## config.mk

```make
export PLATFORM = sky130hd
export DESIGN_NAME = rcpd_cfg_regs
export DESIGN_NICKNAME = d
export VERILOG_FILES = /design/src/hw/rtl/rcpd_pkg.sv /design/src/hw/rtl/rcpd_cfg_regs.sv
export SDC_FILE = /design/constraint.sdc
export NUM_CORES = 1
export LEC_CHECK = 0
export BUFFER_PORTS_ARGS = -buffer_cell sky130_fd_sc_hd__buf_4
export CAP_MARGIN = 20
export CORE_MARGIN = 5
export CORE_UTILIZATION = 52
export CTS_BUF_LIST = sky130_fd_sc_hd__clkbuf_4
export DETAILED_ROUTE_END_ITERATION = 8
export PLACE_DENSITY = 0.84
export REMOVE_ABC_BUFFERS = 1
export SYNTH_ARGS = -nofsm -noshare
export SYNTH_HDL_FRONTEND = slang
export SYNTH_SLANG_ARGS = --single-unit
```

## constraint.sdc

```tcl
create_clock -name i_clk -period 1.15 [get_ports i_clk]
set_input_delay 0.0575 -clock i_clk [delete_from_list [all_inputs] [get_ports i_clk]]
set_output_delay 0.0575 -clock i_clk [all_outputs]
set_load 0.01 [all_outputs]
```

## src/hw/rtl/rcpd_pkg.sv

```systemverilog
// ----------------------------------------------------------------------------
// rcpd_pkg
// shared types, codes and reset values for the rc pulse width decoder
// ----------------------------------------------------------------------------
`default_nettype none

package rcpd_pkg;

    // default sizing handed to the top level parameters
    localparam int CHANNELS_DEF  = 6;
    localparam int TIME_BITS_DEF = 32;

    // fixed field widths
    localparam int CH_W        = 3;
    localparam int TS_W        = 32;
    localparam int VALUE_W     = 16;
    localparam int CFG_IDX_W   = 3;
    localparam int CFG_DATA_W  = 16;

    // item function codes
    localparam logic FUNC_EDGE = 1'b0;
    localparam logic FUNC_READ = 1'b1;

    // configuration register indexes
    localparam logic [CFG_IDX_W-1:0] REG_NEUTRAL = 3'd0;
    localparam logic [CFG_IDX_W-1:0] REG_MAX     = 3'd1;
    localparam logic [CFG_IDX_W-1:0] REG_MIN     = 3'd2;
    localparam logic [CFG_IDX_W-1:0] REG_TOL     = 3'd3;
    localparam logic [CFG_IDX_W-1:0] REG_LOSS    = 3'd4;

    // register reset values
    localparam logic [CFG_DATA_W-1:0] NEUTRAL_RST = 16'd1500;
    localparam logic [CFG_DATA_W-1:0] MAX_RST     = 16'd2000;
    localparam logic [CFG_DATA_W-1:0] MIN_RST     = 16'd1000;
    localparam logic [CFG_DATA_W-1:0] TOL_RST     = 16'd50;
    localparam logic [CFG_DATA_W-1:0] LOSS_RST    = 16'd0;

    typedef enum logic [1:0] {
        DIR_LOSS = 2'd0,
        DIR_INC  = 2'd1,
        DIR_DEC  = 2'd2,
        DIR_MID  = 2'd3
    } t_dir;

    typedef struct packed {
        logic [CFG_DATA_W-1:0] neutral_width;
        logic [CFG_DATA_W-1:0] max_width;
        logic [CFG_DATA_W-1:0] min_width;
        logic [CFG_DATA_W-1:0] tolerance;
        logic [CFG_DATA_W-1:0] loss_value;
    } t_cfg;

endpackage

`default_nettype wire

```

## src/hw/rtl/rcpd_cfg_regs.sv

```systemverilog
// ----------------------------------------------------------------------------
// rcpd_cfg_regs
// reference widths, tolerance and loss value, written by index
// ----------------------------------------------------------------------------
`default_nettype none

module rcpd_cfg_regs import rcpd_pkg::*; (
    input  logic                  i_clk,
    input  logic                  i_rst_n,
    input  logic                  i_wr_en,
    input  logic [CFG_IDX_W-1:0]  i_wr_index,
    input  logic [CFG_DATA_W-1:0] i_wr_data,
    output t_cfg                  o_cfg
);

    t_cfg r_cfg;

    always_ff @(posedge i_clk) begin
        if (!i_rst_n) begin
            r_cfg.neutral_width <= NEUTRAL_RST;
            r_cfg.max_width     <= MAX_RST;
            r_cfg.min_width     <= MIN_RST;
            r_cfg.tolerance     <= TOL_RST;
            r_cfg.loss_value    <= LOSS_RST;
        end else if (i_wr_en) begin
            unique case (i_wr_index)
                REG_NEUTRAL: r_cfg.neutral_width <= i_wr_data;
                REG_MAX:     r_cfg.max_width     <= i_wr_data;
                REG_MIN:     r_cfg.min_width     <= i_wr_data;
                REG_TOL:     r_cfg.tolerance     <= i_wr_data;
                REG_LOSS:    r_cfg.loss_value    <= i_wr_data;
                default: ;  // unmapped index, dropped
            endcase
        end
    end

    assign o_cfg = r_cfg;

endmodule

`default_nettype wire

```

# Yosys cells after proc, flatten, opt, wreduce, memory -nomap -nowiden
# Cells that the tools add are included.
[word_totals] regBits=80 latchBits=0 ram_bits=0 rom_bits=0 inputBits=22 output_inout_bits=80 elab_cells=15 memories=0
[classes] n_addsub=0 multipliers=0 n_div=0 n_lt_le_gt_ge=0 eq_ne=4 shifts=0 muxes=0 n_bitwise=0 n_reduce_logical=6
[op_table] operator="AND reduction 2 bit" count=5
[op_table] operator="equality test 3 x 2 -> 1 bit (second input constant)" count=2
[op_table] operator="equality test 3 x 1 -> 1 bit (second input constant)" count=1
[op_table] operator="equality test 3 bit (second input constant)" count=1
[op_table] operator="zero test 3 bit" count=1

# Longest topological paths before layout
[logic_depth] ltp_word=2 mapped_depth=5 mapped_depth_nobuf=2

# Worst setup path before layout
# Ideal clock, no wire load.
[synth_path] path_kind="input port to flip-flop" startpoint="input i_wr_index[0]" endpoint="register r_cfg (netlist bit o_cfg[70])" setup_time_ps=124 arrival_ps=856 t_required_ps=1026 slack_ps=170 stages=3 n_path_buf=1 cell_sequence="or4b_1 > buf_6 > mux2i_1"
[synth_between] elab_chain_len=2
[synth_rtl] item="start, declared" line_no="rcpd_cfg_regs.sv:11" source="input logic [CFG_IDX_W-1:0] i_wr_index,"
[synth_rtl] item="zero test 3 bit" line_no="rcpd_cfg_regs.sv:26" source="unique case (i_wr_index)"
[synth_rtl] item="AND reduction 2 bit (no source line)"
[synth_rtl] item="end, declared" line_no="rcpd_cfg_regs.sv:16" source="t_cfg r_cfg;"
# No other way between the ends.
# A chain may end at the register's enable or synchronous reset.

==> results.yml <==
status:
  outcome: "finished, final reports clean"
critical_path:
  crit_chain: "dlygate4sd3_1 > buf_6 > buf_12 > nor2b_1 > mux2i_1"
  crit_start: "i_rst_n"
  r2r_end: "o_cfg[55]$_SDFFE_PN1P_"
  crit_path_max_incr_delay_ps: 550
  crit_fanout: 43
  worstPathRequired_ps: 1450
  path_buf_inv: 3
  cp-start-kind: "input port"
  arrival_ps: 1320
  critPathKind: "input port to flop"
  critPathTopFamily: "buffers and inverters"
  endpoint_kind: "flop"
  worst-r2r-setup-slack_ps: 460
  ff2ff_path_depth: 2
  slowest_stage: "dlygate4sd3_1"
  r2r_start: "o_cfg[55]$_SDFFE_PN1P_"
pwr:
  leakagePower_nw: 2.115
  combPwrFrac_pct: 10.2
  switchingPower_mw: 1.218
  p_seq_share_pct: 54.9
  clkPwrFrac_pct: 35.0
  internal_power_mw: 4.009
  max-vdd-ir-drop_mv: 0.7902
  switching_share_pct: 23.31
  pwr_density_cell_nw_per_um2: 1216
final_layout:
  fill_cells: 431
  largest_register_ffs: 80
  area_growth_syn_to_layout_pct: 39.63
  final_util_pct: 73.46
  finalNetCount: 437
  stdcell_count: 495
  drive_above_1_share_pct: 31.90
  diodes: 0
placed_design:
  gp_congestion: 0.7160
  dp.cells: 462
  place_ws_ps: -28.02
  dp_hpwl_um: 5268
  io_buffers: 101
yosys:
  avgSynthCellArea_um2: 10.47
  synth_cells: 294
  syn_area_um2: 3078
  synth.distinct_cells: 14
  seq_area_frac_synth_pct: 52.03
  yosys_warnings: 0
  synth_seq_cells: 80
floorplanning:
  ios: 102
  die_w_um: 86.94
  initial_utilization_pct: 52.61
  die_h_um: 86.94
  dieArea_um2: 7558
  row_count: 28
  coreArea_um2: 5851
sta:
  rsz0062_at_grt: "false"
  post-route-min-period_ps: 1026
  fin_crit_sh_pct: 89.18
  max_slew.worst_pin.slew_ps: 325.4
  skew_ps: 0
  final_max_slew_viol_count: 0
  max_freq_ghz: 0.9751
  setup_ws_ps: 124.5
  max_slew_margin_pct: 78.31
  hold_violations: 0
  setup_viol: 0
drt:
  ant_nets: 0
  drt_iter0_markers: 92
  drt_wl_total_um: 7507
  drc: 0
  wire_per_inst_um: 15.17
  viasPerCell: 4.937
  drt_first_pass_iters: 4
  vias: 2444
global_route:
  grt_pass1_wl_um: 11880
  grt_max_degree: 57
  antenna_found_initial: 0
  grt_usage_pct: 20.28
  grt_pass1_vias: 2417
  overflow: 0
clock_network:
  cts_tree: "built"
  htree_levels: 3
  cts_buffers: 9
  cts_sinks: 80
  clk_pin_slew_ps: 120
  clkLatencyLatePin_ps: 410
  cts-root-buf: "clkbuf_4"
  max-clock-path-buffers: 2
job:
  drv_cap: 0
min_path:
  hp-start: "i_wr_data[14]"
  whs_endpoint: "o_cfg[46]$_SDFFE_PN0P_"
  worst_hold_path.num_cells: 3
  hold_path_class: "input port to flop"
[through the flow]
stage / area, µm² / hold WS [ps] / power (mW) / TNS (ps)
floorplan: 2968 / 204.4 / 3.120 / -28580
global placement: 3970 / 328.3 / 3.400 / 0
detailed placement: 3970 / 342.8 / 3.414 / -115.0
CTS: 4289 / 0.4436 / 5.265 / 0
global route: 4298 / 5.401 / 5.444 / 0
finish: 4298 / 18.31 / 5.227 / 0
[how the worst max path moves through the flow]
stage,to,slack [ps],cells after the start
5_1_grt,o_cfg[68]$_SDFFE_PN1P_,50,5
2_1_floorplan,o_cfg[48]$_SDFFE_PN0P_,-1610,2
3_3_place_gp,o_cfg[71]$_SDFFE_PN1P_,6,4
4_1_cts,o_cfg[7]$_SDFFE_PN0P_,10,5
3_5_place_dp,o_cfg[71]$_SDFFE_PN1P_,-30,4
6_report,o_cfg[68]$_SDFFE_PN1P_,120,5
[power groups by stage]
stage	clock network (mW)	registers [mW]	logic (mW)
2_1_floorplan	0	2.95	0.167
3_3_place_gp	0	2.93	0.471
3_5_place_dp	0	2.93	0.484
4_1_cts	1.87	2.87	0.529
5_1_grt	1.99	2.88	0.575
6_report	1.83	2.87	0.531
[synth_stat cells, drive strengths merged]
library cell / n / area [µm²]
dfxtp: 80 / 1602
mux2i: 80 / 800.8
nand2: 74 / 277.8
nor2b: 32 / 200.2
buf: 11 / 72.56
clkbuf: 10 / 37.54
nand4bb: 2 / 22.52
and4bb: 1 / 12.51
nand4b: 1 / 8.760
nor4b: 1 / 23.77
nor4bb: 1 / 10.01
or4b: 1 / 10.01
[worst register-to-register path: cells and delay by family (launching register included)]
family,cells,cell delay (ps)
mux,1,80
flops,1,350
simple gates,1,150
[metal layers]
layer / track usage [%] / wire (µm) / part of all wire (%) / vias to the layer above
met5: 0 / 0 / 0 / -
met4: 7.365 / 99 / 1.3 / 0
met3: 4.352 / 497 / 6.6 / 12
met2: 33.20 / 3578 / 48 / 74
met1: 26.31 / 3331 / 44 / 1133
li1: - / - / - / 1225
[kinds of logic after synthesis]
kind of cell / after synthesis / share of synthesized area [%]
and+or+nand+nor: 113 / 18.37
muxes: 80 / 26.02
DFF: 80 / 52.03
buffers and inverters: 21 / 3.577
[area by class of cell]
| class | count | area [µm²] | area share (%) |
|---|---|---|---|
| clock buffers | 10 | 75.07 | 1.747 |
| clock inverters | 6 | 83.83 | 1.951 |
| flip-flops and latches | 80 | 1602 | 37.26 |
| multi-input cells | 193 | 1381 | 32.14 |
| repair buffers | 131 | 1062 | 24.72 |
| well taps | 75 | 93.84 | 2.183 |
[placed cells by master, fill, tap and decap left out, drive strengths merged]
| master | netlist | routed |
|---|---|---|
| buf | 11 | 116 |
| mux2i | 80 | 80 |
| dfxtp | 80 | 80 |
| nand2 | 74 | 74 |
| nor2b | 32 | 32 |
| dlygate4sd3 | 0 | 15 |
| clkbuf | 10 | 10 |
| nand4bb | 2 | 2 |
| clkinvlp | 0 | 2 |
| bufinv | 0 | 2 |
| clkinv | 0 | 2 |
| nor4b | 1 | 1 |
| nor4bb | 1 | 1 |
| and4bb | 1 | 1 |
| nand4b | 1 | 1 |
| or4b | 1 | 1 |
[what timing repair did]
action | 4_1_cts | 5_1_grt
endpoints found under the setup margin | 0 | 2
buffers inserted | 0 | 2
hold buffers | 16 | 0
endpoints found under the hold margin | 62 | 0
resized for setup | 0 | 1
Power figures use the tool's default switching activity.
