[config.mk]
export PLATFORM = sky130hd
export DESIGN_NAME = rcpd_chan_state
export DESIGN_NICKNAME = d
export VERILOG_FILES = /design/src/hw/rtl/rcpd_pkg.sv /design/src/hw/rtl/rcpd_chan_state.sv
export SDC_FILE = /design/constraint.sdc
export NUM_CORES = 1
export LEC_CHECK = 0
export CAP_MARGIN = 20
export CORE_MARGIN = 4
export CORE_UTILIZATION = 32
export CTS_BUF_LIST = sky130_fd_sc_hd__clkbuf_4 sky130_fd_sc_hd__clkbuf_8
export CTS_CLUSTER_DIAMETER = 150
export CTS_CLUSTER_SIZE = 8
export DETAILED_ROUTE_END_ITERATION = 10
export DONT_BUFFER_PORTS = 1
export SLEW_MARGIN = 5
export SYNTH_ARGS = -nofsm -noshare
export SYNTH_HDL_FRONTEND = slang
export SYNTH_SLANG_ARGS = --single-unit
[constraint.sdc]
create_clock -name i_clk -period 4.9 [get_ports i_clk]
set_input_delay 0 -clock i_clk [delete_from_list [all_inputs] [get_ports i_clk]]
set_output_delay 0 -clock i_clk [all_outputs]
set_load 0.02 [all_outputs]
[src/hw/rtl/rcpd_pkg.sv]
// ----------------------------------------------------------------------------
// rcpd_pkg
// shared types, codes and reset values for the rc pulse width decoder
// ----------------------------------------------------------------------------
`default_nettype none

package rcpd_pkg;

    // default sizing handed to the top level parameters
    localparam int CHANNELS_DEF  = 6;
    localparam int TIME_BITS_DEF = 32;

    // fixed field widths
    localparam int CH_W        = 3;
    localparam int TS_W        = 32;
    localparam int VALUE_W     = 16;
    localparam int CFG_IDX_W   = 3;
    localparam int CFG_DATA_W  = 16;

    // item function codes
    localparam logic FUNC_EDGE = 1'b0;
    localparam logic FUNC_READ = 1'b1;

    // configuration register indexes
    localparam logic [CFG_IDX_W-1:0] REG_NEUTRAL = 3'd0;
    localparam logic [CFG_IDX_W-1:0] REG_MAX     = 3'd1;
    localparam logic [CFG_IDX_W-1:0] REG_MIN     = 3'd2;
    localparam logic [CFG_IDX_W-1:0] REG_TOL     = 3'd3;
    localparam logic [CFG_IDX_W-1:0] REG_LOSS    = 3'd4;

    // register reset values
    localparam logic [CFG_DATA_W-1:0] NEUTRAL_RST = 16'd1500;
    localparam logic [CFG_DATA_W-1:0] MAX_RST     = 16'd2000;
    localparam logic [CFG_DATA_W-1:0] MIN_RST     = 16'd1000;
    localparam logic [CFG_DATA_W-1:0] TOL_RST     = 16'd50;
    localparam logic [CFG_DATA_W-1:0] LOSS_RST    = 16'd0;

    typedef enum logic [1:0] {
        DIR_LOSS = 2'd0,
        DIR_INC  = 2'd1,
        DIR_DEC  = 2'd2,
        DIR_MID  = 2'd3
    } t_dir;

    typedef struct packed {
        logic [CFG_DATA_W-1:0] neutral_width;
        logic [CFG_DATA_W-1:0] max_width;
        logic [CFG_DATA_W-1:0] min_width;
        logic [CFG_DATA_W-1:0] tolerance;
        logic [CFG_DATA_W-1:0] loss_value;
    } t_cfg;

endpackage

`default_nettype wire

[src/hw/rtl/rcpd_chan_state.sv]
// ----------------------------------------------------------------------------
// rcpd_chan_state
// per-channel pulse start, current width and previous width
// ----------------------------------------------------------------------------
`default_nettype none

module rcpd_chan_state import rcpd_pkg::*; #(
    parameter  int CHANNELS  = CHANNELS_DEF,
    parameter  int TIME_BITS = TIME_BITS_DEF,
    localparam int IdxW      = (CHANNELS > 1) ? $clog2(CHANNELS) : 1
) (
    input  logic                 i_clk,
    input  logic                 i_rst_n,
    input  logic                 i_edge_en,
    input  logic                 i_read_en,
    input  logic [IdxW-1:0]      i_idx,
    input  logic                 i_level,
    input  logic [TIME_BITS-1:0] i_time,
    output logic [TIME_BITS-1:0] o_cur,
    output logic [TIME_BITS-1:0] o_prev
);

    logic [TIME_BITS-1:0] r_start [CHANNELS];
    logic [TIME_BITS-1:0] r_width [CHANNELS];
    logic [TIME_BITS-1:0] r_prev  [CHANNELS];

    always_ff @(posedge i_clk) begin
        if (!i_rst_n) begin
            for (int i = 0; i < CHANNELS; i++) begin
                r_start[i] <= '0;
                r_width[i] <= '0;
                r_prev[i]  <= '0;
            end
        end else begin
            if (i_edge_en) begin
                if (i_level) begin
                    r_start[i_idx] <= i_time;
                end else begin
                    // wraps modulo the timestamp width
                    r_width[i_idx] <= i_time - r_start[i_idx];
                end
            end
            if (i_read_en) begin
                r_prev[i_idx] <= r_width[i_idx];
            end
        end
    end

    assign o_cur  = r_width[i_idx];
    assign o_prev = r_prev[i_idx];

endmodule

`default_nettype wire

After elaboration in Yosys (flattened, before gate mapping)

Memories as Yosys holds them, arrays and structs flattened.
Cells that the tools add are included.

ROM bits: 0
Output and inout bits: 64
Memory bits (writable): 576
Input port bits: 40
Latch bits: 0
Register bits after elaboration: 0
Memories kept: 3

Bitwise gates (word level): 0
Reduce and logical (&&, ||, !) cells: 3
Add/sub/neg operators: 1
Equality and inequality tests: 0
Multipliers: 0
Muxes and demuxes: 21
Divide/modulo/power cells: 0
Order comparisons: 0
Shifts and indexed selects: 0

Memories:

| memory  | words | width | read ports | clocked after Yosys merged registers in | wr ports | RTL line              | text |
|---|---|---|---|---|---|---|---|
| r_prev  | 6     | 32    | 1          | 0                                       | 6        | rcpd_chan_state.sv:25 | `logic [TIME_BITS-1:0] r_prev [CHANNELS];` |
| r_start | 6     | 32    | 1          | 0                                       | 6        | rcpd_chan_state.sv:23 | `logic [TIME_BITS-1:0] r_start [CHANNELS];` |
| r_width | 6     | 32    | 1          | 0                                       | 6        | rcpd_chan_state.sv:24 | `logic [TIME_BITS-1:0] r_width [CHANNELS];` |

Operator list:

| cell                | count |
|---|---|
| 32-bit 2-to-1 mux   | 3 |
| 32-bit OR reduction | 3 |
| 32-bit subtractor   | 1 |
| 1-bit 2-to-1 mux    | 15 |
| 3-bit 2-to-1 mux    | 3 |

Depth between registers and ports, before layout

Depth in word-level cells: 6
Depth in mapped cells: 15

Worst setup path after synthesis

OpenSTA, ideal clock, no wires.

Path kind: input -> register
From: input port i_idx[0]
To: memory r_prev[5][0] in the netlist's numbering (enable)
Arrival time: 3420 ps
Path buffers: 3
Stages on the path: 5
Slack: 1014 ps
Path through: buf_2 buf_1 clkbuf_1 nand3b_1 o21ai_0

RTL lines:

| what        | RTL line              | text |
|---|---|---|
| from (decl) | rcpd_chan_state.sv:16 | `input logic [IdxW-1:0] i_idx,` |
| to (decl)   | rcpd_chan_state.sv:25 |  |

==> flow_metrics.tcl <==
set metrics [dict create \
    status "completed" \
    area_delta_synth_final_pct 11.0 \
    slew_viol_final 0 \
    fin_nets 2349 \
    slew_headroom 0.294 \
    min_period_over_period 0.777 \
    ios 104 \
    core_area_um2 105000 \
    grt_max_degree 201 \
    clk_latency_ps 720 \
    peakVddDrop_mv 0.180 \
    synth_cells 2199 \
    start_util 0.322 \
    fin_ws_ps 1090 \
    ys_ff_latch 768 \
    synth_area_um2 33900 \
    clockBufferDepth 3 \
    p_leak_uw 0.0131 \
    yosysMostFrequentCell "edfxtp_1" \
    ant_nets 0 \
    synth_cell_types 56 \
    cp_num_buf_inv 0 \
    max_stage_delay_ps 470 \
    critPathSlowestCell "xor2_1" \
    wl_per_cell_um 24.6 \
    chipWidth_um 334 \
    finalWeightedCongestion 0.866 \
    total_power_uw 13100 \
    overflow 0 \
    die-area_um2 111000 \
    filler_cell_count 9861 \
    maxCapViolations 0 \
    std_cell_rows 119 \
    synthArstFlopShare 0 \
    antenna_found_initial 9 \
    finish.utilization 0.358 \
    synth_fp_nets 2280 \
    setup_viol 0 \
    grt_use_total 0.161 \
    drt-total-wl_mm 90.5 \
    crit_top_cell "a21oi_1" \
    finalHoldViolations 0 \
    drive_above_1_share 0.197 \
    worst_pin_slew_ps 1060 \
    firstDrtPassIters 5 \
    vias 19400 \
    synth_top_area_cell "edfxtp_1" \
    crit_required_ps 5300 \
    yosysWarnings 0 \
    arrival_ps 4210 \
    fmax_mhz 263 \
    dp_slack_ps 1130 \
    numCtsBuffers 105 \
    ys_seq_area_frac 0.680 \
    finalClockSkew_ps 34.7 \
    cts_tree "done" \
    yosys_most_used_dff "edfxtp_1" \
    cp_cell_sequence "mux4_2 > mux2_2 > ha_1 > fa_1 > nand3b_1 > a21o_1 > a211o_1 > a21oi_1 > a21oi_1 > xor2_1 > nor2_1" \
    min_path_type "primary input to flop" \
    synth_common_cells "edfxtp_1, nor2_1, mux4_2, nand2_1, clkbuf_1" \
    rsz0062_at_grt "false" \
    drcViolationCount 0 \
    die_h_um 334 \
    cts.sinks 768 \
    avgSynthCellArea_um2 15.4 \
    detail_route.iter0.violations 1777 \
    endpoint_kind "flop" \
    crit_fanout 6 \
    portBuffers 0 \
    period_needed_ps 3810 \
    drt-vias-per-instance 5.28 \
    cts.reportedPaths.clkPinSlew_ps 70 \
    grt_pass1_wl_mm 134 \
    crit_family "compound AO/OA/AOI/OAI gates" \
    yosys-top-cells-area "edfxtp_1, mux4_2, nor2_1" \
    cts-root-buf "clkbuf_8" \
    post_cts_resize_count 0 \
    h-tree-depth 3 \
    grt_pass1_vias 20500 \
    critPathLaunchType "flop" \
    synth_edf_count 768 \
    path_class "flop to flop" \
    yosys.area.top_type_share 0.680 \
    dpl.hpwl_mm 50.5 \
    postCtsSetupRepairBufs 0 \
    powerDensity_nw_per_um2 349 \
    setup_tns_ps 0 \
]
## through the flow
step	instances	cell area, um^2	hold WS, ps
3_3_place_gp	3505	35600	226
3_5_place_dp	3505	35600	228
4_1_cts	3662	37600	3.90
5_1_grt	3668	37700	23.6
6_report	3675	37700	39.3
2_1_floorplan	2199	33900	223
## report_power, final
part	switching (uW)	total (uW)	leakage, uW	internal [uW]
Clock	2220	4170	0.000791	1950
Sequential	58.6	7530	0.00753	7470
Combinational	931	1440	0.00476	506
## routing by layer
metal | GRT usage | share of wire
met2 | 0.269 | 0.49
met1 | 0.215 | 0.42
met4 | 0.0421 | 0.021
met3 | 0.0321 | 0.071
met5 | 0 | 0.00014
## layout make-up
class | count | area, um^2 | share of cell area
flip-flops and latches | 768 | 23100 | 0.612
multi-input cells | 1217 | 10200 | 0.270
well taps | 1391 | 1740 | 0.0462
clock buffers | 108 | 1490 | 0.0395
repair buffers | 89 | 811 | 0.0215
inverters | 87 | 327 | 0.00867
clock inverters | 3 | 40.0 | 0.00106
diodes | 12 | 30.0 | 0.000797
## logic make-up (layout without fill, tap and decap cells)
family                     count (synthesis)  in the layout  share of synthesized area
xor gates and xnor gates                  20             20                    0.00516
and+or+nand+nor                          735            735                     0.0909
AOI/OAI and AO/OA                        124            124                     0.0236
other                                      0             12                          0
DFF                                      768            768                      0.680
buffers and inverters                    214            287                     0.0245
adders and majority gates                 41             41                     0.0153
muxes                                    297            297                      0.161
## worst register-to-register path, delay by kind of cell (launching register included)
kind	cells	cell delay (ps)
AO/OA/AOI/OAI	4	940
XOR/XNOR	1	470
adder cells (fa/ha/maj)	2	630
flip-flops	1	370
multiplexers	2	760
AND/OR/NAND/NOR	2	350
## final timing paths
kind | start | endpoint | slack (ps) | depth (start not counted)
worst min-delay path | i_level | r_width[0][4]$_SDFFCE_PN0P_ | 40 | 4
worst min register to register | r_width[6][28]$_DFFE_PP_ | r_prev[4][28]$_SDFFCE_PN0P_ | 1080 | 3
worst max register to register | r_start[6][0]$_DFFE_PP_ | r_width[7][18]$_DFFE_PP_ | 1090 | 11
worst max-delay path | r_start[6][0]$_DFFE_PP_ | r_width[7][18]$_DFFE_PP_ | 1090 | 11
## state kept, by name, indices dropped and copies added, names as in the netlist
name and count:
r_prev 256, r_start 256, r_width 256
## placed cells by master (no fill, tap or decap), types with 7 or more instances in the layout
master,Yosys,routed
a21o_1,7,7
a21oi_1,41,41
and3_1,65,65
buf_4,0,43
clkbuf_8,0,108
diode_2,0,12
dlygate4sd3_1,0,44
edfxtp_1,768,768
ha_1,40,40
inv_1,87,87
mux2_2,69,69
mux2i_1,36,36
mux4_2,192,192
nand2_1,145,137
nand2_2,0,8
nand3_1,7,7
nor2_1,446,438
nor2_4,0,8
nor3_1,35,35
o21ai_0,31,26
xor2_1,14,14
## what timing repair did
| action | 4_1_cts | 5_1_grt |
|---|---|---|
| endpoints found under the hold margin | 766 | 0 |
| setup endpoints to repair | 0 | 0 |
| hold buffers | 46 | 0 |
(Power assumes the default switching activity.)
