==> src/hw/rtl/rcpd_pkg.sv <==
// ----------------------------------------------------------------------------
// rcpd_pkg
// shared types, codes and reset values for the rc pulse width decoder
// ----------------------------------------------------------------------------
`default_nettype none

package rcpd_pkg;

    // default sizing handed to the top level parameters
    localparam int CHANNELS_DEF  = 6;
    localparam int TIME_BITS_DEF = 32;

    // fixed field widths
    localparam int CH_W        = 3;
    localparam int TS_W        = 32;
    localparam int VALUE_W     = 16;
    localparam int CFG_IDX_W   = 3;
    localparam int CFG_DATA_W  = 16;

    // item function codes
    localparam logic FUNC_EDGE = 1'b0;
    localparam logic FUNC_READ = 1'b1;

    // configuration register indexes
    localparam logic [CFG_IDX_W-1:0] REG_NEUTRAL = 3'd0;
    localparam logic [CFG_IDX_W-1:0] REG_MAX     = 3'd1;
    localparam logic [CFG_IDX_W-1:0] REG_MIN     = 3'd2;
    localparam logic [CFG_IDX_W-1:0] REG_TOL     = 3'd3;
    localparam logic [CFG_IDX_W-1:0] REG_LOSS    = 3'd4;

    // register reset values
    localparam logic [CFG_DATA_W-1:0] NEUTRAL_RST = 16'd1500;
    localparam logic [CFG_DATA_W-1:0] MAX_RST     = 16'd2000;
    localparam logic [CFG_DATA_W-1:0] MIN_RST     = 16'd1000;
    localparam logic [CFG_DATA_W-1:0] TOL_RST     = 16'd50;
    localparam logic [CFG_DATA_W-1:0] LOSS_RST    = 16'd0;

    typedef enum logic [1:0] {
        DIR_LOSS = 2'd0,
        DIR_INC  = 2'd1,
        DIR_DEC  = 2'd2,
        DIR_MID  = 2'd3
    } t_dir;

    typedef struct packed {
        logic [CFG_DATA_W-1:0] neutral_width;
        logic [CFG_DATA_W-1:0] max_width;
        logic [CFG_DATA_W-1:0] min_width;
        logic [CFG_DATA_W-1:0] tolerance;
        logic [CFG_DATA_W-1:0] loss_value;
    } t_cfg;

endpackage

`default_nettype wire

==> src/hw/rtl/rcpd_classify.sv <==
// ----------------------------------------------------------------------------
// rcpd_classify
// snaps a held pulse width to max, min or neutral, passes it through between them, or reports loss
// ----------------------------------------------------------------------------
`default_nettype none

module rcpd_classify import rcpd_pkg::*; #(
    parameter int TIME_BITS = TIME_BITS_DEF
) (
    input  t_cfg                 i_cfg,
    input  logic                 i_in_range,
    input  logic [TIME_BITS-1:0] i_cur,
    input  logic [TIME_BITS-1:0] i_prev,
    output t_dir                 o_dir,
    output logic [VALUE_W-1:0]   o_value
);

    // two guard bits: sign plus carry of ref + tolerance
    localparam int CW = TIME_BITS + 2;
    localparam int PW = CW - CFG_DATA_W;

    logic [TIME_BITS-1:0] w;
    logic signed [CW-1:0] w_s, tol_s, max_s, min_s, neu_s;
    logic signed [CW-1:0] max_hi, max_lo, min_hi, min_lo, neu_hi, neu_lo;
    logic                 both_zero, out_win, in_max, in_min, in_neu, above_neu;

    always_comb begin
        w      = (i_cur != '0) ? i_cur : i_prev;
        w_s    = signed'({2'b00, w});
        tol_s  = signed'({{PW{1'b0}}, i_cfg.tolerance});
        max_s  = signed'({{PW{1'b0}}, i_cfg.max_width});
        min_s  = signed'({{PW{1'b0}}, i_cfg.min_width});
        neu_s  = signed'({{PW{1'b0}}, i_cfg.neutral_width});

        max_hi = max_s + tol_s;
        max_lo = max_s - tol_s;
        min_hi = min_s + tol_s;
        min_lo = min_s - tol_s;
        neu_hi = neu_s + tol_s;
        neu_lo = neu_s - tol_s;

        both_zero = (i_cur == '0) && (i_prev == '0);
        out_win   = (w_s > max_hi) || (w_s < min_lo);
        in_max    = (w_s >= max_lo) && (w_s <= max_hi);
        in_min    = (w_s >= min_lo) && (w_s <= min_hi);
        in_neu    = (w_s >= neu_lo) && (w_s <= neu_hi);
        above_neu = (w_s > neu_s);

        if (!i_in_range || both_zero || out_win) begin
            o_dir   = DIR_LOSS;
            o_value = i_cfg.loss_value;
        end else if (in_max) begin
            o_dir   = DIR_INC;
            o_value = i_cfg.max_width;
        end else if (in_min) begin
            o_dir   = DIR_DEC;
            o_value = i_cfg.min_width;
        end else if (in_neu) begin
            o_dir   = DIR_MID;
            o_value = i_cfg.neutral_width;
        end else begin
            o_dir   = above_neu ? DIR_INC : DIR_DEC;
            o_value = w[VALUE_W-1:0];
        end
    end

endmodule

`default_nettype wire

==> config.mk <==
export PLATFORM = sky130hd
export DESIGN_NAME = rcpd_classify
export DESIGN_NICKNAME = d
export VERILOG_FILES = /design/src/hw/rtl/rcpd_pkg.sv /design/src/hw/rtl/rcpd_classify.sv
export SDC_FILE = /design/constraint.sdc
export NUM_CORES = 1
export LEC_CHECK = 0
export BUFFER_PORTS_ARGS = -buffer_cell sky130_fd_sc_hd__buf_2
export CAP_MARGIN = 20
export CORE_MARGIN = 10
export CORE_UTILIZATION = 60
export DETAILED_ROUTE_END_ITERATION = 7
export PLACE_DENSITY = 0.88
export SYNTH_ARGS = -nofsm -noshare
export SYNTH_HDL_FRONTEND = slang
export SYNTH_SLANG_ARGS = --single-unit
==> constraint.sdc <==
create_clock -name vclk -period 21.4
set_clock_uncertainty 0.05 [all_clocks]
set_input_delay 5.35 -clock vclk [all_inputs]
set_output_delay 5.35 -clock vclk [all_outputs]
set_load 0.03 [all_outputs]
## Word level (Yosys, flattened, before mapping)

Cells that the tools add are included.

- Reduce and logical (&&, ||, !) cells: 11
- Muxes and demuxes: 10
- Order comparisons: 9
- $add $sub $neg: 6

Operator list:

| kind | count |
|---|---|
| $ge A33 B17 Y1 | 3 |
| $le A32 B17 Y1 | 3 |
| $logic_not A32 Y1 | 2 |
| $mux W16 | 4 |
| $add A16 B16 Y17 | 3 |
| $sub A16 B16 Y17 | 3 |
| $lt A33 B17 Y1 | 1 |
| $gt A32 B16 Y1 | 1 |
| $gt A32 B17 Y1 | 1 |
| $mux W32 | 1 |
| $reduce_bool A32 Y1 | 1 |
| $mux W2 | 5 |
| $logic_and A1 B1 Y1 | 4 |
| $logic_or A1 B1 Y1 | 3 |
| $logic_not A1 Y1 | 1 |

- Output and inout bits: 18
- Word-level logic and storage cells: 36
- Flip-flop bits (word level): 0
- Input port bits: 145

## Longest topological paths before layout

Gate-level depths: netlist of the first run.

- Word-level depth: 8
- Depth in mapped cells: 25
- Depth with buffers taken out: 23

## Worst setup path before layout of the first run

No wires, ideal clock.

- Path type: input port to output port
- Start point: in i_cfg[64] (netlist bit)
- End point: out o_value[0]
- Arrival time: 10484 ps
- Path buffers: 1
- Slack: 5516 ps
- Data required time: 16000 ps
- Stages: 21
- Cells stage by stage: inv_1 ha_1 fa_1 nand2b_1 a211o_1 a31oi_1 a211oi_1 o21a_1 or2_1 inv_1 ha_1 a21oi_1 o21ai_0 a22oi_1 o2111ai_1 a311o_1 a31o_2 o211ai_1 buf_2 mux2_2 a221oi_1

- Longest elaborated chain between the ends: 7
- Elaborated cells between the ends (all ways): 9
- Classes of those cells: add/sub (2); order compare (2); mux (4); reduce/logical (1)

RTL lines:

| what | RTL line | source |
|---|---|---|
| from (decl) | rcpd_classify.sv:10 | `input t_cfg i_cfg,` |
| $sub A16 B16 Y17 / $add A16 B16 Y17 (equally long branches) | rcpd_classify.sv:40, rcpd_classify.sv:39 |  |
| $ge A33 B17 Y1 / $le A32 B17 Y1 (equally long branches) | rcpd_classify.sv:46 | `in_neu = (w_s >= neu_lo) && (w_s <= neu_hi);` |
| $logic_and A1 B1 Y1 | rcpd_classify.sv:46 |  |
| $mux W16 (*) | rcpd_classify.sv:58 | `end else if (in_neu) begin` |
| $mux W16 (*) | rcpd_classify.sv:55 | `end else if (in_min) begin` |
| $mux W16 (*) | rcpd_classify.sv:52 | `end else if (in_max) begin` |
| $mux W16 (*) | rcpd_classify.sv:49 | `if (!i_in_range \|\| both_zero \|\| out_win) begin` |
| to (decl) | rcpd_classify.sv:15 | `output logic [VALUE_W-1:0] o_value` |

Mark *: on every way between the ends. The rest lies on a longest branch, timed or not.

## Worst setup path after layout of the first run

- Start point: in i_cfg[17] (netlist bit)
- End point: out o_value[2]

- Longest elaborated chain between the ends: 7
- Elaborated cells between the ends (all ways): 23
- Classes of those cells: add/sub (6); order compare (8); mux (4); reduce/logical (5)

RTL lines:

| what | RTL line |
|---|---|
| $sub A16 B16 Y17 / $add A16 B16 Y17 (equally long branches) | rcpd_classify.sv:40, rcpd_classify.sv:39 |
| $ge A33 B17 Y1 / $le A32 B17 Y1 (equally long branches) | rcpd_classify.sv:46 |
| $logic_and A1 B1 Y1 | rcpd_classify.sv:46 |
| $mux W16 | rcpd_classify.sv:58 |
| $mux W16 | rcpd_classify.sv:55 |
| $mux W16 | rcpd_classify.sv:52 |
| $mux W16 (*) | rcpd_classify.sv:49 |

Marks and branches as above.

==> results of run 1 <==
[stage by stage]
| step | worst slack (ns) | instances | utilization (%) |
|---|---|---|---|
| after floorplan | 5.516 | 1253 | - |
| after global placement | 4.633 | 1570 | 67.19 |
| after detailed placement | 4.435 | 1570 | 67.19 |
| after CTS | 4.427 | 1570 | 67.19 |
| after global routing | 3.969 | 1570 | 67.19 |
| final | 4.314 | 1570 | 67.19 |
[cells in the final DEF (no fill, tap or decap), drive strengths merged, types with 16 or more instances in the layout]
cell,count
a21o,58
a21oi,100
a221oi,19
buf,167
ha,262
inv,118
mux2i,16
nand2,61
nand2b,21
nand3,30
nand4,36
nor2,78
nor2b,21
nor3,30
nor4,21
o21ai,58
o21bai,20
o31ai,35
xnor2,60
[critical path, stage by stage]
cell and delay, ns:
buf_2 0.21, inv_1 0.23, ha_1 0.37, nor2b_1 0.13, o21ai_0 0.24, a21oi_1 0.15
o211ai_1 0.25, a21oi_1 0.15, o31ai_1 0.52, o2111ai_1 0.22, a21oi_1 0.21, xnor2_1 0.19
ha_1 0.30, a21o_1 0.19, a21oi_1 0.12, or3_1 0.11, nand4_1 0.09, a31oi_1 0.43
nor3_2 0.27, or3_4 0.47, nor4_4 0.98, a221oi_1 0.25, buf_2 0.24
[final timing paths]
| path | startpoint | endpoint | slack [ns] | depth (start not counted) |
|---|---|---|---|---|
| max | i_cfg[17] | o_value[2] | 4.31 | 23 |
| min | i_cfg[45] | o_value[13] | 11.05 | 4 |
[power groups by stage]
stage / logic, mW / clock network (mW) / registers (mW)
5_1_grt: 0.371 / 0 / 0
2_1_floorplan: 0.233 / 0 / 0
3_5_place_dp: 0.325 / 0 / 0
6_report: 0.334 / 0 / 0
3_3_place_gp: 0.316 / 0 / 0
4_1_cts: 0.327 / 0 / 0
[layer usage]
layer / track usage [%] / routed length (um) / up-vias / share of wire [%]
met5: 0 / 0 / - / 0
li1: - / - / 4954 / -
met4: 16.65 / 1820 / 0 / 5.5
met2: 50.01 / 14870 / 572 / 45
met1: 35.92 / 13210 / 4811 / 40
met3: 3.575 / 2992 / 113 / 9.1
[area by class of cell]
class,count,area (um2)
fill,1357,4987
multi-input combinational,1097,8691
tap,188,235.2
timing repair buffer,167,845.8
inverter,118,442.9
[cell families (layout without fill, tap and decap cells)]
logic type	count (synthesis)	in the layout	share of synthesized area [%]
AOI/OAI and AO/OA	396	396	29.00
muxes	19	19	2.089
buffers and inverters	156	285	6.484
adders and majority gates	268	268	36.61
xor gates and xnor gates	75	75	7.077
and+or+nand+nor	339	339	18.74
==> run_results.csv, run 1 <==
group,metric,value,unit
sta,rsz0062_at_grt,"false",
die,dieArea,20840,um2
die,coreArea,15200,um2
logic_synthesis,synth_area_leaders,"ha_1 35%, xnor2_1 5.7%, a21oi_1 5.4%, inv_1 4.8%, a21o_1 4.7%",
logic_synthesis,synth_top_area_share,35.32,%
sta,fin_crit_sh,79.84,%
power_and_ir_drop,p_per_area,32.74,nW/um2
grt,grt_start_max_net_pins,34,
drt,drc_errors,0,
finish,design_area,10210,um2
logic_synthesis,syn_inst,1253,
die,die_y,144.4,um
clocking,cts_setup_buffers,0,
critical_path,start_kind,"input port",
sta,slew_headroom,25.45,%
drt,drt_iter0_markers,943,
power_and_ir_drop,p_seq_share,0,%
finish,nClkBuffers,0,
grt,grt_remaining_overflow,0,
power_and_ir_drop,p_leak,5.368,nW
die,ios,163,
place,place.gp.congestion,1.028,
die,die-width,144.4,um
die,std_cell_rows,45,
sta,whs,11.05,ns
drt,totalWireLength,32900,um
clocking,cts_hold_buf,0,
power_and_ir_drop,comb_power_share,100.0,%
job,drv_cap,0,
power_and_ir_drop,p_int,0.1362,mW
place,dp_hpwl,28520,um
place,dpl_cell_area,10210,um2
power_and_ir_drop,clkPwrFrac,0,%
power_and_ir_drop,swShare,59.27,%
place,port_buffers,163,
critical_path,worst_ep_arrival_time,11.69,ns
power_and_ir_drop,finalPower,0.3344,mW
grt,grt_usage,29.75,%
power_and_ir_drop,switching_power,0.1982,mW
drt,via_per_inst,6.656,
min_path,hold_class,"input port to output pin",
critical_path,worst-setup-path-type,"input port to output pin",
sta,finalHoldViolations,0,
finish,drive_gt1_share,13.46,%
logic_synthesis,yosysMostFrequentCell,"ha_1",
logic_synthesis,synth_warnings,0,
sta,drv_slew,0,
power_and_ir_drop,ir_drop,0.01552,mV
logic_synthesis,synth_cell_types,65,
critical_path,crit_required,16.00,ns
grt,grt_pass1_wl,50030,um
sta,finalSetupViolCount,0,
logic_synthesis,ys_seq_area_share,0,%
drt,vias,10450,
finish,num_antenna_cells,0,
drt,first_pass_iters,5,
die,start_util,61.05,%
drt,wl_per_cell,20.95,um
drt,ant_nets,0,
logic_synthesis,synth_fp_nets,1666,
finish,seqCellArea,0,um2
finish,area_growth,10.06,%
critical_path,crit_fanout,17,
grt,grt_pass1_vias,10320,
grt,antenna_found_initial,0,
logic_synthesis,syn_area,9281,um2
clocking,post_cts_resized,0,
sta,fin_tns_setup,0,ns
critical_path,end_kind,"output pin",
sta,tightest_slew,1.110,ns
logic_synthesis,avgSynthCellArea,7.407,um2
sta,fin_crit,17.09,ns
logic_synthesis,synthTopCellsByCount,"262 x ha_1, 118 x inv_1, 100 x a21oi_1",
sta,fmax,0.05853,GHz
run_status,outcome,"finished clean",
finish,design.seq.count,0,
finish,fin_nets,1797,
logic_synthesis,synth_top_cell_by_area,"ha_1",
Power figures use the tool's default switching activity.
==> inputs of run 2 (changes only) <==
Settings changed: CORE_UTILIZATION 60 to 55, PLACE_DENSITY 0.88 to 0.85.
Clock period 21.4 ns to 14.15 ns, I/O delays scaled along.
==> run 2 against run 1 <==
Compared with the run above: design area up 0.98%; die area up 7.8%; sequential share of layout area unchanged; total power up 52%; hold slack worse by 3.6 ns; critical path depth unchanged.
==> run_results.csv, run 2 (same netlist as run 1, synthesis figures left out) <==
group,metric,value,unit
finish,final_common_cell,"ha_1",
die,die_y,149.9,um
finish,multi_input_area,8691,um2
place,port_buffers,163,
drt,wl_per_cell,20.79,um
grt,grt_pass1_vias,10070,
power_and_ir_drop,p_leak,5.408,nW
sta,slew_headroom,45.56,%
die,dieArea,22470,um2
min_path,whs_endpoint,"o_value[2]",
job,drv_cap,0,
grt,grt_pass1_wl,50920,um
critical_path,crit_required,10.56,ns
drt,via_per_inst,6.444,
critical_path,crit_fanout,18,
finish,final_cells,1610,
finish,area_growth,11.14,%
clocking,cts_hold_buf,0,
finish,fin_nets,1805,
critical_path,path_cells,"buf_2 -> ha_1 -> fa_1 -> nand2b_1 -> a21oi_1 -> o41ai_2 -> o211a_1 -> a21boi_0 -> nor2_1 -> inv_1 -> ha_1 -> a21o_1 -> a21o_1 -> a2111oi_0 -> o21bai_1 -> a31oi_1 -> nor3_2 -> buf_4 -> or3_4 -> nor4_4 -> buf_4 -> a221oi_1 -> buf_2",
grt,met3_usage,2.717,%
sta,drv_slew,0,
place,place.gp.congestion,0.9553,
grt,grt_remaining_overflow,0,
die,std_cell_rows,47,
finish,drive_gt1_share,13.96,%
grt,grt_start_max_net_pins,19,
drt,drt_iter0_markers,698,
die,coreArea,16580,um2
place,dp_hpwl,28700,um
finish,final_cell_mix,"262 x ha_1, 163 x buf_2, 118 x inv_1",
finish,fillers,1567,
drt,first_pass_iters,5,
clocking,cts_setup_buffers,0,
grt,busiest_layer,"met2",
critical_path,worst_ep_arrival_time,9.54,ns
finish,design.seq.count,0,
die,ios,163,
die,start_util,55.97,%
drt,ant_nets,0,
sta,fin_crit_sh,92.76,%
sta,finalSetupViolCount,0,
sta,finalHoldViolations,0,
run_status,outcome,"finished clean",
sta,fin_tns_setup,0,ns
grt,antenna_found_initial,0,
critical_path,end_kind,"output pin",
drt,vias,10380,
die,die-width,149.9,um
grt,grtUsageMet2,48.43,%
finish,seqCellArea,0,um2
power_and_ir_drop,ir_drop,0.02013,mV
critical_path,start_kind,"input port",
clocking,post_cts_resized,0,
sta,fin_crit,13.13,ns
place,dp_cells,1610,
drt,drc_errors,0,
critical_path,max_stage_delay,0.46,ns
sta,tightest_slew,0.7960,ns
min_path,min-delay-start,"i_cfg[34]",
power_and_ir_drop,p_per_area,49.36,nW/um2
critical_path,slowest_stage,"a31oi_1",
sta,rsz0062_at_grt,"false",
finish,num_antenna_cells,0,
sta,fmax,0.07619,GHz
grt,grt_usage,27.82,%
critical_path,worst-setup-path-type,"input port to output pin",
drt,totalWireLength,33460,um
grt,grt_util_met1,34.46,%
min_path,hold_class,"input port to output pin",
finish,nClkBuffers,0,
min_path,hold-path-cell-count,4,
[run 2: changes by cell type in the layout (fill, tap and decap cells not counted)]
cell,previous run,this run
buf_4,4,12
[run 2: worst max-delay path, delay by kind of cell]
family	cells	cell delay (ns)
buffers and inverters	5	1.38
adders and majority gates	3	1.01
AOI/OAI and AO/OA	10	2.49
and+or+nand+nor	5	1.11
[run 2: how the worst max path moves through the flow]
stage / start / to / slack [ns] / depth (start not counted)
4_1_cts: i_cfg[16] / o_value[10] / 1.12 / 23
3_3_place_gp: i_cfg[17] / o_value[7] / 1.28 / 25
2_1_floorplan: i_cfg[64] / o_value[0] / 1.89 / 21
3_5_place_dp: i_cfg[16] / o_value[10] / 1.14 / 23
5_1_grt: i_cfg[16] / o_value[3] / 0.57 / 22
6_report: i_cfg[16] / o_value[10] / 1.02 / 23
[run 2: final cells by class]
| cell class | instances | share of cell area [%] |
|---|---|---|
| inverters | 118 | 4.294 |
| repair buffers | 175 | 8.782 |
| well taps | 220 | 2.669 |
| multi-input cells | 1097 | 84.26 |
[run 2: routing by layer]
layer  up-vias  share of wire (%)
met1      4852                 41
li1       4964                  -
met2       468                 46
met4         0                4.3
met5         -                  0
met3        91                8.1
[run 2: report_power, final]
part / total (mW) / internal (mW) / switching, mW
clock network: 0 / 0 / 0
logic: 0.509 / 0.207 / 0.302
registers: 0 / 0 / 0
[run 2: through the flow]
stage / setup slack (ns) / util, % / cell area [um2] / power [mW] / hold WS (ns)
final: 1.024 / 62.20 / 10310 / 0.5092 / 7.428
after global routing: 0.5683 / 62.20 / 10310 / 0.5652 / 7.453
after CTS: 1.116 / 62.20 / 10310 / 0.4990 / 7.428
after detailed placement: 1.144 / 62.20 / 10310 / 0.4968 / 7.427
after global placement: 1.275 / 62.20 / 10310 / 0.4839 / 7.428
after floorplan: 1.891 / - / 9281 / 0.3522 / 7.267
==> inputs of run 3 (changes only) <==
Settings changed: CORE_ASPECT_RATIO set to 2, TNS_END_PERCENT set to 5.
==> run 3 against run 2 <==
Compared with the run above: total power is 3.6% higher; routed wire length rose by 10%; fmax decreased by 2.4%; die area grew 1.4%; design area is 0.17% higher; combinational power rose by 4%; hold slack better by 0.014 ns; cell count down 0.56%; core utilization decreased by 0.26 points; clock-buffer cell count stayed put; critical path depth unchanged; non-clock buffer count grew 4; critical path type unchanged; largest cell class unchanged.
==> run_results.csv, run 3 (same netlist as run 1, synthesis figures left out) <==
group,metric,value,unit
grt,grt_remaining_overflow,0,
finish,fillers,1562,
sta,slew_headroom,32.05,%
grt,grt_start_max_net_pins,34,
critical_path,crit_end,"o_value[15]",
place,dpl_cell_area,10330,um2
sta,rsz0062_at_grt,"false",
finish,area_growth,11.32,%
critical_path,worst_ep_arrival_time,9.87,ns
power_and_ir_drop,finalPower,0.5275,mW
place,dp_cells,1601,
die,die-width,111.9,um
grt,grt_usage,29.90,%
critical_path,crit_fanout,18,
critical_path,crit_required,10.56,ns
die,std_cell_rows,67,
clocking,post_cts_resized,0,
drt,ant_nets,0,
min_path,hold_class,"input port to output pin",
sta,fin_crit_sh,95.07,%
place,port_buffers,163,
sta,fmax,0.07433,GHz
clocking,cts_setup_buffers,0,
die,start_util,55.64,%
place,place_ws,0.9289,ns
finish,final_common_cell,"ha_1",
die,ios,163,
critical_path,worst-setup-path-type,"input port to output pin",
sta,drv_slew,0,
sta,setup_slack,0.6970,ns
drt,drt_iter0_markers,733,
run_status,outcome,"finished clean",
place,place.gp.congestion,1.026,
finish,num_antenna_cells,0,
critical_path,start_kind,"input port",
power_and_ir_drop,p_leak,5.427,nW
drt,totalWireLength,36970,um
drt,drc_errors,0,
die,die_y,203.7,um
place,dp_hpwl,31380,um
power_and_ir_drop,ir_drop,0.02567,mV
sta,tightest_slew,1.009,ns
sta,finalSetupViolCount,0,
sta,fin_crit,13.45,ns
grt,grt_pass1_wl,55870,um
clocking,cts_hold_buf,0,
drt,via_per_inst,6.692,
finish,multi_input_area,8691,um2
critical_path,end_kind,"output pin",
power_and_ir_drop,p_per_area,51.05,nW/um2
finish,seqCellArea,0,um2
die,dieArea,22790,um2
grt,grt_pass1_vias,10750,
finish,nClkBuffers,0,
drt,wl_per_cell,23.09,um
finish,final_cells,1601,
finish,design.seq.count,0,
finish,fin_nets,1809,
critical_path,path_cells,"buf_2 -> ha_1 -> fa_1 -> nand2b_1 -> a21oi_1 -> o41ai_2 -> o211a_1 -> a21boi_0 -> nor2_1 -> inv_1 -> ha_1 -> a21o_1 -> a21o_1 -> a2111oi_0 -> o21bai_1 -> a31oi_1 -> nor3_2 -> buf_6 -> or3_4 -> nor4_4 -> buf_4 -> a221oi_1 -> buf_2",
drt,vias,10710,
sta,finalHoldViolations,0,
finish,drive_gt1_share,14.20,%
finish,final_cell_mix,"262 x ha_1, 163 x buf_2, 118 x inv_1",
die,coreArea,16680,um2
grt,antenna_found_initial,0,
critical_path,critPathLaunch,"i_cfg[16]",
critical_path,slowest_stage,"nor4_4",
sta,fin_tns_setup,0,ns
finish,design_area,10330,um2
job,drv_cap,0,
drt,first_pass_iters,5,
critical_path,max_stage_delay,0.51,ns
## run 3: cell count changes in the layout (fill, tap and decap cells not counted), sizes merged
cell / before / now
buf: 175 / 179
## run 3: worst min-delay path by stage
stage	from	to	slack (ns)	cells after the start
2_1_floorplan	i_cfg[42]	o_value[10]	7.27	2
3_3_place_gp	i_cfg[41]	o_value[9]	7.44	4
3_5_place_dp	i_cfg[39]	o_value[7]	7.44	4
4_1_cts	i_cfg[39]	o_value[7]	7.44	4
5_1_grt	i_cfg[40]	o_value[8]	7.46	4
6_report	i_cfg[34]	o_value[2]	7.44	4
## run 3: power breakdown
group	internal, mW	switching [mW]
Combinational	0.211	0.317
Clock	0	0
Sequential	0	0
Total	0.211	0.317
## run 3: through the flow
step	utilization (%)	hold slack, ns
after floorplan	-	7.267
after global placement	61.87	7.439
after detailed placement	61.94	7.437
after CTS	61.94	7.440
after global routing	61.94	7.457
final	61.94	7.442
## run 3: metal layers
metal  share of wire (%)  vias up  global-route usage (%)
met5                   0        -                       0
met4                  12        0                   28.69
met3                 7.9      230                   5.502
met2                  48      609                   53.18
met1                  33     4911                   27.78
li1                    -     4964                       -
## run 3: cell type report
type,instances,share of cell area [%]
multi-input combinational,1097,84.11
timing repair buffer,179,9.094
inverter,118,4.287
tap,207,2.507
## run 3: worst max-delay path: cells and delay by family
family                     cells  cell delay [ns]
and+or+nand+nor                5             1.48
buffers and inverters          5             1.36
AOI/OAI and AO/OA             10             2.46
adders and majority gates      3             1.00
